[src/rtl/aamcr_pkg.sv]
// Shared types, constants and box-overlap helper for the collision resolver.
package aamcr_pkg;

   // Word kinds on the request tuser field.
   typedef enum logic [1:0] {
      CMD_FRAME    = 2'd0,
      CMD_SOLID    = 2'd1,
      CMD_FREE     = 2'd2,
      CMD_OBSTACLE = 2'd3
   } cmd_type;

   typedef logic signed [23:0] step_type;   // Q16.8 step
   typedef logic signed [25:0] box_type;    // Q18.8 box edge
   typedef logic signed [26:0] coord_type;  // box edge plus step

   // Speed multiplier: floor(delta * 256000 / 16666) saturated to 5.0 (Q3.8).
   localparam logic [10:0] MultMax  = 11'd1280;
   localparam longint unsigned MultNum = 64'd128000;
   localparam longint unsigned MultDen = 64'd8333;
   localparam int unsigned RecipShift = 24;
   // Rounded-up reciprocal; error stays far below 1/MultDen for small deltas.
   localparam logic [27:0] MultRecip =
      28'(((64'd1 << RecipShift) * MultNum) / MultDen + 64'd1);
   // Smallest delta whose quotient exceeds MultMax.
   localparam logic [31:0] DeltaSat =
      32'(((64'd1281 * 64'd16666) + 64'd255999) / 64'd256000);

   typedef struct packed {
      cmd_type           cmd;
      logic [31:0]       time_now;
      logic [15:0]       entity_id;
      logic signed [23:0] pos_x;
      logic signed [23:0] pos_y;
      logic [19:0]       ext_left;
      logic [19:0]       ext_right;
      logic [19:0]       ext_top;
      logic [19:0]       ext_bottom;
      logic signed [15:0] speed_x;
      logic signed [15:0] speed_y;
      logic              last;
   } req_item_type;

   // Closed-interval overlap; touching edges count.
   function automatic logic overlap(input coord_type ax0, input coord_type ax1,
                                    input coord_type ay0, input coord_type ay1,
                                    input coord_type bx0, input coord_type bx1,
                                    input coord_type by0, input coord_type by1);
      return !((ax0 > bx1) || (bx0 > ax1) || (ay0 > by1) || (by0 > ay1));
   endfunction

endpackage

[src/rtl/aamcr_in_reg.sv]
// Input register: captures one request word and holds it until consumed.
module aamcr_in_reg
   import aamcr_pkg::*;
(
   input  logic          clock,
   input  logic          reset,
   input  logic          req_tvalid,
   output logic          req_tready,
   input  logic [207:0]  req_tdata,
   input  logic [1:0]    req_tuser,
   input  logic          req_tlast,
   input  logic          item_take,
   output logic          item_valid,
   output req_item_type  item
);

   logic         in_valid_ff, in_valid_in;
   req_item_type item_ff, item_in;

   assign req_tready = !in_valid_ff || item_take;

   always_comb begin
      in_valid_in = in_valid_ff;
      if (req_tready) begin
         in_valid_in = req_tvalid;
      end
   end

   always_comb begin
      item_in.cmd        = cmd_type'(req_tuser);
      item_in.time_now   = req_tdata[31:0];
      item_in.entity_id  = req_tdata[47:32];
      item_in.pos_x      = req_tdata[71:48];
      item_in.pos_y      = req_tdata[95:72];
      item_in.ext_left   = req_tdata[115:96];
      item_in.ext_right  = req_tdata[135:116];
      item_in.ext_top    = req_tdata[155:136];
      item_in.ext_bottom = req_tdata[175:156];
      item_in.speed_x    = req_tdata[191:176];
      item_in.speed_y    = req_tdata[207:192];
      item_in.last       = req_tlast;
   end

   always_ff @(posedge clock) begin
      if (reset) begin
         in_valid_ff <= 1'b0;
      end else begin
         in_valid_ff <= in_valid_in;
      end
   end

   always_ff @(posedge clock) begin
      if (req_tready && req_tvalid) begin
         item_ff <= item_in;
      end
   end

   assign item_valid = in_valid_ff;
   assign item       = item_ff;

endmodule

[src/rtl/aamcr_speed.sv]
// Frame timer: tracks previous frame time and forms the Q3.8 speed multiplier.
module aamcr_speed
   import aamcr_pkg::*;
(
   input  logic        clock,
   input  logic        reset,
   input  logic        frame_fire,
   input  logic [31:0] time_now,
   output logic [10:0] speed_mult
);

   logic        have_prev_ff, have_prev_in;
   logic [31:0] prev_time_ff, prev_time_in;
   logic [10:0] speed_mult_ff, speed_mult_in;
   logic [31:0] delta;
   logic [34:0] scaled;

   assign delta  = have_prev_ff ? (time_now - prev_time_ff) : 32'd0;
   // Only deltas below DeltaSat reach the product, so 7 bits suffice.
   assign scaled = {28'd0, delta[6:0]} * {7'd0, MultRecip};

   always_comb begin
      have_prev_in  = have_prev_ff;
      prev_time_in  = prev_time_ff;
      speed_mult_in = speed_mult_ff;
      if (frame_fire) begin
         have_prev_in = 1'b1;
         prev_time_in = time_now;
         if (delta >= DeltaSat) begin
            speed_mult_in = MultMax;
         end else begin
            speed_mult_in = scaled[34:24];
         end
      end
   end

   always_ff @(posedge clock) begin
      if (reset) begin
         have_prev_ff  <= 1'b0;
         prev_time_ff  <= 32'd0;
         speed_mult_ff <= 11'd0;
      end else begin
         have_prev_ff  <= have_prev_in;
         prev_time_ff  <= prev_time_in;
         speed_mult_ff <= speed_mult_in;
      end
   end

   assign speed_mult = speed_mult_ff;

endmodule

[src/rtl/aamcr_resolve.sv]
// Mover state, obstacle test with axis slide, and the result register.
module aamcr_resolve
   import aamcr_pkg::*;
(
   input  logic          clock,
   input  logic          reset,
   input  logic          item_valid,
   input  req_item_type  item,
   input  logic [10:0]   speed_mult,
   output logic          item_take,
   output logic          rsp_tvalid,
   input  logic          rsp_tready,
   output logic [47:0]   rsp_tdata,
   output logic          rsp_tuser,
   output logic          rsp_tlast
);

   // mover state
   logic [15:0] mover_id_ff, mover_id_in;
   box_type     mx0_ff, mx1_ff, my0_ff, my1_ff;
   box_type     mx0_in, mx1_in, my0_in, my1_in;
   step_type    dx_ff, dy_ff, ax_ff, ay_ff;
   step_type    dx_in, dy_in, ax_in, ay_in;

   // result register
   logic     rsp_valid_ff, rsp_valid_in;
   logic     rsp_hit_ff, rsp_hit_in;
   logic     rsp_done_ff, rsp_done_in;
   step_type rsp_sx_ff, rsp_sx_in, rsp_sy_ff, rsp_sy_in;

   coord_type bx0, bx1, by0, by1;
   coord_type x0, x1, y0, y1;
   coord_type dx, dy, ax, ay;
   logic [27:0] prod_x, prod_y;
   step_type    step_x, step_y;
   logic hit_full, hit_allowed, ovl_keep_x, ovl_keep_y, self_hit;

   assign item_take = item_valid && (!rsp_valid_ff || rsp_tready);

   // item box
   assign bx0 = {{3{item.pos_x[23]}}, item.pos_x} - $signed({7'd0, item.ext_left});
   assign bx1 = {{3{item.pos_x[23]}}, item.pos_x} + $signed({7'd0, item.ext_right});
   assign by0 = {{3{item.pos_y[23]}}, item.pos_y} - $signed({7'd0, item.ext_top});
   assign by1 = {{3{item.pos_y[23]}}, item.pos_y} + $signed({7'd0, item.ext_bottom});

   // desired step: floor(speed * mult / 256)
   assign prod_x = {{12{item.speed_x[15]}}, item.speed_x} * {17'd0, speed_mult};
   assign prod_y = {{12{item.speed_y[15]}}, item.speed_y} * {17'd0, speed_mult};
   assign step_x = {{4{prod_x[27]}}, prod_x[27:8]};
   assign step_y = {{4{prod_y[27]}}, prod_y[27:8]};

   assign x0 = {mx0_ff[25], mx0_ff};
   assign x1 = {mx1_ff[25], mx1_ff};
   assign y0 = {my0_ff[25], my0_ff};
   assign y1 = {my1_ff[25], my1_ff};
   assign dx = {{3{dx_ff[23]}}, dx_ff};
   assign dy = {{3{dy_ff[23]}}, dy_ff};
   assign ax = {{3{ax_ff[23]}}, ax_ff};
   assign ay = {{3{ay_ff[23]}}, ay_ff};

   assign self_hit    = (item.entity_id == mover_id_ff);
   assign hit_full    = overlap(x0 + dx, x1 + dx, y0 + dy, y1 + dy, bx0, bx1, by0, by1);
   assign hit_allowed = overlap(x0 + ax, x1 + ax, y0 + ay, y1 + ay, bx0, bx1, by0, by1);
   // still blocked with x step removed / with y step removed
   assign ovl_keep_x  = overlap(x0, x1, y0 + ay, y1 + ay, bx0, bx1, by0, by1);
   assign ovl_keep_y  = overlap(x0 + ax, x1 + ax, y0, y1, bx0, bx1, by0, by1);

   always_comb begin
      mover_id_in  = mover_id_ff;
      mx0_in       = mx0_ff;
      mx1_in       = mx1_ff;
      my0_in       = my0_ff;
      my1_in       = my1_ff;
      dx_in        = dx_ff;
      dy_in        = dy_ff;
      ax_in        = ax_ff;
      ay_in        = ay_ff;
      rsp_valid_in = rsp_valid_ff && !rsp_tready;
      rsp_hit_in   = rsp_hit_ff;
      rsp_done_in  = rsp_done_ff;
      rsp_sx_in    = rsp_sx_ff;
      rsp_sy_in    = rsp_sy_ff;
      if (item_take) begin
         unique case (item.cmd)
            CMD_FRAME: begin
               rsp_valid_in = 1'b0;
            end
            CMD_SOLID, CMD_FREE: begin
               mover_id_in  = item.entity_id;
               mx0_in       = bx0[25:0];
               mx1_in       = bx1[25:0];
               my0_in       = by0[25:0];
               my1_in       = by1[25:0];
               dx_in        = step_x;
               dy_in        = step_y;
               ax_in        = step_x;
               ay_in        = step_y;
               rsp_valid_in = (item.cmd == CMD_FREE);
               rsp_hit_in   = 1'b0;
               rsp_done_in  = 1'b1;
               rsp_sx_in    = step_x;
               rsp_sy_in    = step_y;
            end
            CMD_OBSTACLE: begin
               rsp_valid_in = 1'b1;
               rsp_hit_in   = !self_hit && hit_full;
               rsp_done_in  = item.last;
               rsp_sx_in    = ax_ff;
               rsp_sy_in    = ay_ff;
               if (!self_hit && hit_full && hit_allowed) begin
                  priority if (!ovl_keep_x) begin
                     ax_in = '0;
                  end else if (!ovl_keep_y) begin
                     ay_in = '0;
                  end else begin
                     ax_in = '0;
                     ay_in = '0;
                  end
               end
               rsp_sx_in = ax_in;
               rsp_sy_in = ay_in;
            end
            default: begin
               rsp_valid_in = 1'b0;
            end
         endcase
      end
   end

   always_ff @(posedge clock) begin
      if (reset) begin
         mover_id_ff  <= 16'd0;
         mx0_ff       <= '0;
         mx1_ff       <= '0;
         my0_ff       <= '0;
         my1_ff       <= '0;
         dx_ff        <= '0;
         dy_ff        <= '0;
         ax_ff        <= '0;
         ay_ff        <= '0;
         rsp_valid_ff <= 1'b0;
      end else begin
         mover_id_ff  <= mover_id_in;
         mx0_ff       <= mx0_in;
         mx1_ff       <= mx1_in;
         my0_ff       <= my0_in;
         my1_ff       <= my1_in;
         dx_ff        <= dx_in;
         dy_ff        <= dy_in;
         ax_ff        <= ax_in;
         ay_ff        <= ay_in;
         rsp_valid_ff <= rsp_valid_in;
      end
   end

   always_ff @(posedge clock) begin
      rsp_hit_ff  <= rsp_hit_in;
      rsp_done_ff <= rsp_done_in;
      rsp_sx_ff   <= rsp_sx_in;
      rsp_sy_ff   <= rsp_sy_in;
   end

   assign rsp_tvalid = rsp_valid_ff;
   assign rsp_tdata  = {rsp_sy_ff, rsp_sx_ff};
   assign rsp_tuser  = rsp_hit_ff;
   assign rsp_tlast  = rsp_done_ff;

endmodule

[src/rtl/aabb_move_collision_resolver_top.sv]
// A result word leaves once its request word has passed the input register,
// then the result register.
// Throughput: one request word per cycle unless rsp_tready holds it, set by the test
// between the input and result registers; frame and solid-mover words give no result.
// Reset (synchronous, active high) clears frame timing, multiplier and mover state to zero.
// Top level of the axis-slide collision resolver.
module aabb_move_collision_resolver_top
   import aamcr_pkg::*;
(
   input  logic          clock,
   input  logic          reset,
   // request stream
   input  logic          req_tvalid,
   output logic          req_tready,
   // from bit 0: time_now[32], entity_id[16], pos_x[24], pos_y[24],
   // ext_left[20], ext_right[20], ext_top[20], ext_bottom[20],
   // speed_x[16], speed_y[16]
   input  logic [207:0]  req_tdata,
   input  logic [1:0]    req_tuser,   // cmd: frame, solid mover, free mover, obstacle
   input  logic          req_tlast,   // last obstacle for this mover
   // result stream
   output logic          rsp_tvalid,
   input  logic          rsp_tready,
   output logic [47:0]   rsp_tdata,   // from bit 0: step_x[24], step_y[24]
   output logic          rsp_tuser,   // hit
   output logic          rsp_tlast    // done_res
);

   req_item_type item;
   logic         item_valid;
   logic         item_take;
   logic [10:0]  speed_mult;

   // Request word is held here until the resolve stage can take it.
   aamcr_in_reg u_in_reg (
      .clock      (clock),
      .reset      (reset),
      .req_tvalid (req_tvalid),
      .req_tready (req_tready),
      .req_tdata  (req_tdata),
      .req_tuser  (req_tuser),
      .req_tlast  (req_tlast),
      .item_take  (item_take),
      .item_valid (item_valid),
      .item       (item)
   );

   // Frame words update the multiplier; the next mover word sees it.
   aamcr_speed u_speed (
      .clock      (clock),
      .reset      (reset),
      .frame_fire (item_take && (item.cmd == CMD_FRAME)),
      .time_now   (item.time_now),
      .speed_mult (speed_mult)
   );

   // Mover load, obstacle test and slide, result register.
   aamcr_resolve u_resolve (
      .clock      (clock),
      .reset      (reset),
      .item_valid (item_valid),
      .item       (item),
      .speed_mult (speed_mult),
      .item_take  (item_take),
      .rsp_tvalid (rsp_tvalid),
      .rsp_tready (rsp_tready),
      .rsp_tdata  (rsp_tdata),
      .rsp_tuser  (rsp_tuser),
      .rsp_tlast  (rsp_tlast)
   );

endmodule
[config.mk]
export PLATFORM = sky130hd
export DESIGN_NAME = aabb_move_collision_resolver_top
export DESIGN_NICKNAME = d
export VERILOG_FILES = /design/src/rtl/aamcr_pkg.sv /design/src/rtl/aamcr_in_reg.sv /design/src/rtl/aamcr_speed.sv /design/src/rtl/aamcr_resolve.sv /design/src/rtl/aabb_move_collision_resolver_top.sv
export SDC_FILE = /design/constraint.sdc
export NUM_CORES = 2
export LEC_CHECK = 0
export ABC_AREA = 1
export BUFFER_PORTS_ARGS = -buffer_cell sky130_fd_sc_hd__buf_2
export CORE_ASPECT_RATIO = 0.9
export CORE_UTILIZATION = 58
export DETAILED_ROUTE_END_ITERATION = 8
export PLACE_DENSITY = 0.79
export SYNTH_ARGS = -nofsm -noshare
export SYNTH_HDL_FRONTEND = slang
export SYNTH_SLANG_ARGS = --single-unit
[constraint.sdc]
create_clock -name clock -period 5.65 [get_ports clock]
set_input_delay 0.2825 -clock clock [delete_from_list [all_inputs] [get_ports clock]]
set_output_delay 0.2825 -clock clock [all_outputs]
set_load 0.1 [all_outputs]
==> impl_results.md <==
- Reg2Reg Launch Point: u_in_reg.item[115]
- CTS Buffer Depth: 3
- Mean Syn Cell Area: 7.532 µm²
- Avg WL per Cell: 17.90 µm
- Post-synthesis cell count: 7805
- FMAX: 0.1845 GHz
- PD cells: 202.8 nW/µm²
- Layout cells sized above 1: 0.07752
- Synth unique cells: 52
- Grt ovf: 0
- Worst hold path type: primary input to flip-flop
- Final HPWL DP: 136.9 mm
- Type of origin of the critical path: flip-flop
- CTS tree: yes
- Relative slew slack: 0.3298
- Die area: 102600 µm²
- Final wirelength: 173.7 mm
- Syn nets: 9215
- Die height: 304.0 µm
- Largest family of logic cells by synthesized area: adder cells
- Largest net degree at the start of global routing: 130
- Initial Util: 0.5867
- Post-Place Setup Slack: 0.03477 ns
- Vias in the first global route: 53.08k
- Commonest non-fill, non-tap cells in the layout: 1781 x nand2_1, 1470 x inv_1, 816 x ha_1
- Total number of vias: 53.78k
- Layout area overhead: 13.95%
- Critical path's most frequent cell: nand2_1
- Clk sinks: 511
- Synth area leader: ha_1
- IO Port Bufs: 266
- Run status: finished clean
- DR pass1 iterations: 6
- Max Cap Viol: 0
- Synth area leaders: ha_1 18%, edfxtp_1 13%, fa_1 12%, nand2_1 11%, inv_1 9.4%
- Critical path's slowest cell: edfxtp_1
- Met1 usage: 0.4405
- Worst Hold Launch: reset
- Post-synthesis mux area share: 0
- Worst r2r path cells: 24
- Htree depth: 2
- Drc violations: 0
- Overall Global Routing Usage: 0.3370
- First-pass GRT wire length: 274.7 mm
- Final setup vio count: 0
- Commonest non-fill, non-tap cell in the layout: nand2_1
- CP required: 6.05 ns
- Hold Slack: 0.1556 ns
- Met2 Use GR: 0.5712
- RSZ-0062 raised after global routing: true
- I/O pin count: 267
- CP endpoint kind: flip-flop
- Worst hold path cell count: 2
- Peak VDD IR: 0.0002709 V
- Final setup margin: 0.2292 ns
- Synthesized flop and latch total: 511
- Slowest cell delay on critical path: 0.44 ns
- GPL Wtd Cong: 0.9724
- RR Endpoint: u_resolve.rsp_sx_ff[13]
- Num CTS Buffers: 58
- Die width: 337.6 µm
- Fin crit share: 0.9594
- Met3 Track Usage GR: 0.03435
- Initial DRC count: 4004
- CP max FO: 19
- CP bufs+invs: 2
- Rows: 110
- Yosys top cell area share: 0.1771
- Via/cell ratio: 5.543
- Fin crit period: 5.421 ns
- Flop2flop setup slack: 0.23 ns
- Final Net Count: 9721
- Netlist Area Pre-Place: 58790 µm²
- Hold Path Sink: u_resolve.my0_ff[2]
- Yosys warns: 0
- Skew-Pair Late Insertion Delay: 0.68 ns
- CP delay by family, top: simple AND/OR/NAND/NOR gates
- Post-synthesis compound-gate area fraction: 0.1315
- Critical path type: flip-flop to flip-flop
- Post-Synth XOR/XNOR Area: 0.04872
- Crit path cell chain: ha_1 > nand3_1 > nand2_1 > a21boi_0 > o21ai_1 > a21boi_2 > o21ai_0 > xor2_1 > inv_1 > ha_1 > nand2_1 > nor2_1 > nand3_1 > nor2_1 > nand2_1 > nand3_1 > nand2_1 > nand3b_1 > nand2_1 > nor3_2 > nand3_2 > buf_12 > nand2_2 > nand2_1
- Final slew viol count: 0
- Clk_skew: 0.02763 ns
- Post-Synth Adder-Cell Area: 0.3007
- Simple logic cell fraction of the synthesized area: 0.1939
- GR peak layer: met2
- Core ar.: 100200 µm²
- Critical path arrival: 5.82 ns
- Worst-Margin Slew: 1.004 ns
- Lkg Pwr: 35.34 nW
- Register area share after synthesis: 0.2185
- ANT cells: 0
- CTS clock-pin slew for the worst setup and hold paths: 0.06 ns
- Initial antenna violation count: 3
- Final Hold Fails: 0
- Root buffer cell: clkbuf_16
- Post-DRT Antenna Nets: 0
## where the power goes
part,switching (mW),total [mW],internal (mW)
combinational,3.16,5.02,1.87
clock,1.76,4.13,2.37
sequential,0.282,4.43,4.15
total,5.19,13.6,8.39
## per-layer routing
layer,share of wire,vias to the layer above
met4,0.041,0
met5,0,-
met2,0.47,1794
met1,0.42,25300
met3,0.063,328
li1,-,26360
## synthesized netlist by cell type (all sizes together)
cell type and instances:
and3 5, nand4 85, or3 3, xor2 198
o211ai 57, buf 23, a211oi 5, dfxtp 250
fa 363, nor3 72, o31ai 9, a22oi 5
a31o 3, o21bai 99, o221ai 8, a21oi 647
and2 7, o211a 1, edfxtp 261, a221oi 3
a41oi 3, ha 832, nand3 309, nor2 375
o21ai 361, xnor2 129, inv 1478, nand3b 20
nor3b 2, o21a 76, nand2 1811, a21o 37
or2 22, a31oi 28, nor4 40, o311ai 3
a21boi 20, clkbuf 155
## cell type report
| class | count | area [µm²] |
|---|---|---|
| well taps | 1344 | 1682 |
| multi-input cells | 5638 | 40110 |
| clock inverters | 32 | 457.9 |
| flip-flops and latches | 511 | 12860 |
| repair buffers | 624 | 4755 |
| clock buffers | 76 | 1560 |
| inverters | 1478 | 5559 |
| fillers | 8648 | 33210 |
## registers in the layout, summed over array words and instances, names as in the netlist, 11 cells and up
name / cells
u_resolve.dx_ff: 20
u_speed.speed_mult: 11
u_resolve.rsp_sx_ff: 24
u_resolve.mx1_ff: 25
u_resolve.dy_ff: 20
u_resolve.mover_id_ff: 16
u_resolve.rsp_sy_ff: 24
u_resolve.mx0_ff: 25
u_resolve.my1_ff: 25
u_resolve.ay_ff: 24
u_in_reg.item: 211
u_resolve.ax_ff: 24
u_speed.prev_time_ff: 32
u_resolve.my0_ff: 25
## timing repair
action                                 in CTS  in global routing
resized for setup                           0                102
setup endpoints to repair                   0                111
buffers inserted                            0                 28
hold buffers                              213                  0
endpoints found under the hold margin     213                  0
## stage by stage
step	area, µm²	total power, mW	utilization	instances	TNS, ns
after floorplan	58790	7.807	-	7805	0
after global placement	62120	9.106	0.6200	9351	0
after detailed placement	62120	9.236	0.6200	9351	0
after CTS	66270	13.48	0.6614	9672	0
after global routing	66980	14.42	0.6685	9703	-0.3981
final	66980	13.58	0.6685	9703	0
## cells by family (layout without fill, tap and decap cells)
family / Yosys count / after routing
adders and majority gates: 1195 / 1195
AOI/OAI and AO/OA: 1365 / 1365
buffers and inverters: 1656 / 2210
xor gates and xnor gates: 327 / 327
DFF: 511 / 511
and+or+nand+nor: 2751 / 2751
## how the worst max path moves through the flow
stage                     depth (start not counted)                      end                from
final                                            24  u_resolve.rsp_sx_ff[13]  u_in_reg.item[115]
after global routing                             32   u_speed.speed_mult[10]  u_in_reg.item[177]
after CTS                                        20  u_resolve.rsp_sx_ff[20]   u_in_reg.item[32]
after detailed placement                         20  u_resolve.rsp_sx_ff[20]   u_in_reg.item[32]
after global placement                           33   u_speed.speed_mult[10]  u_in_reg.item[177]
after floorplan                                  33   u_speed.speed_mult[10]  u_in_reg.item[177]
(Power assumes the default switching activity.)
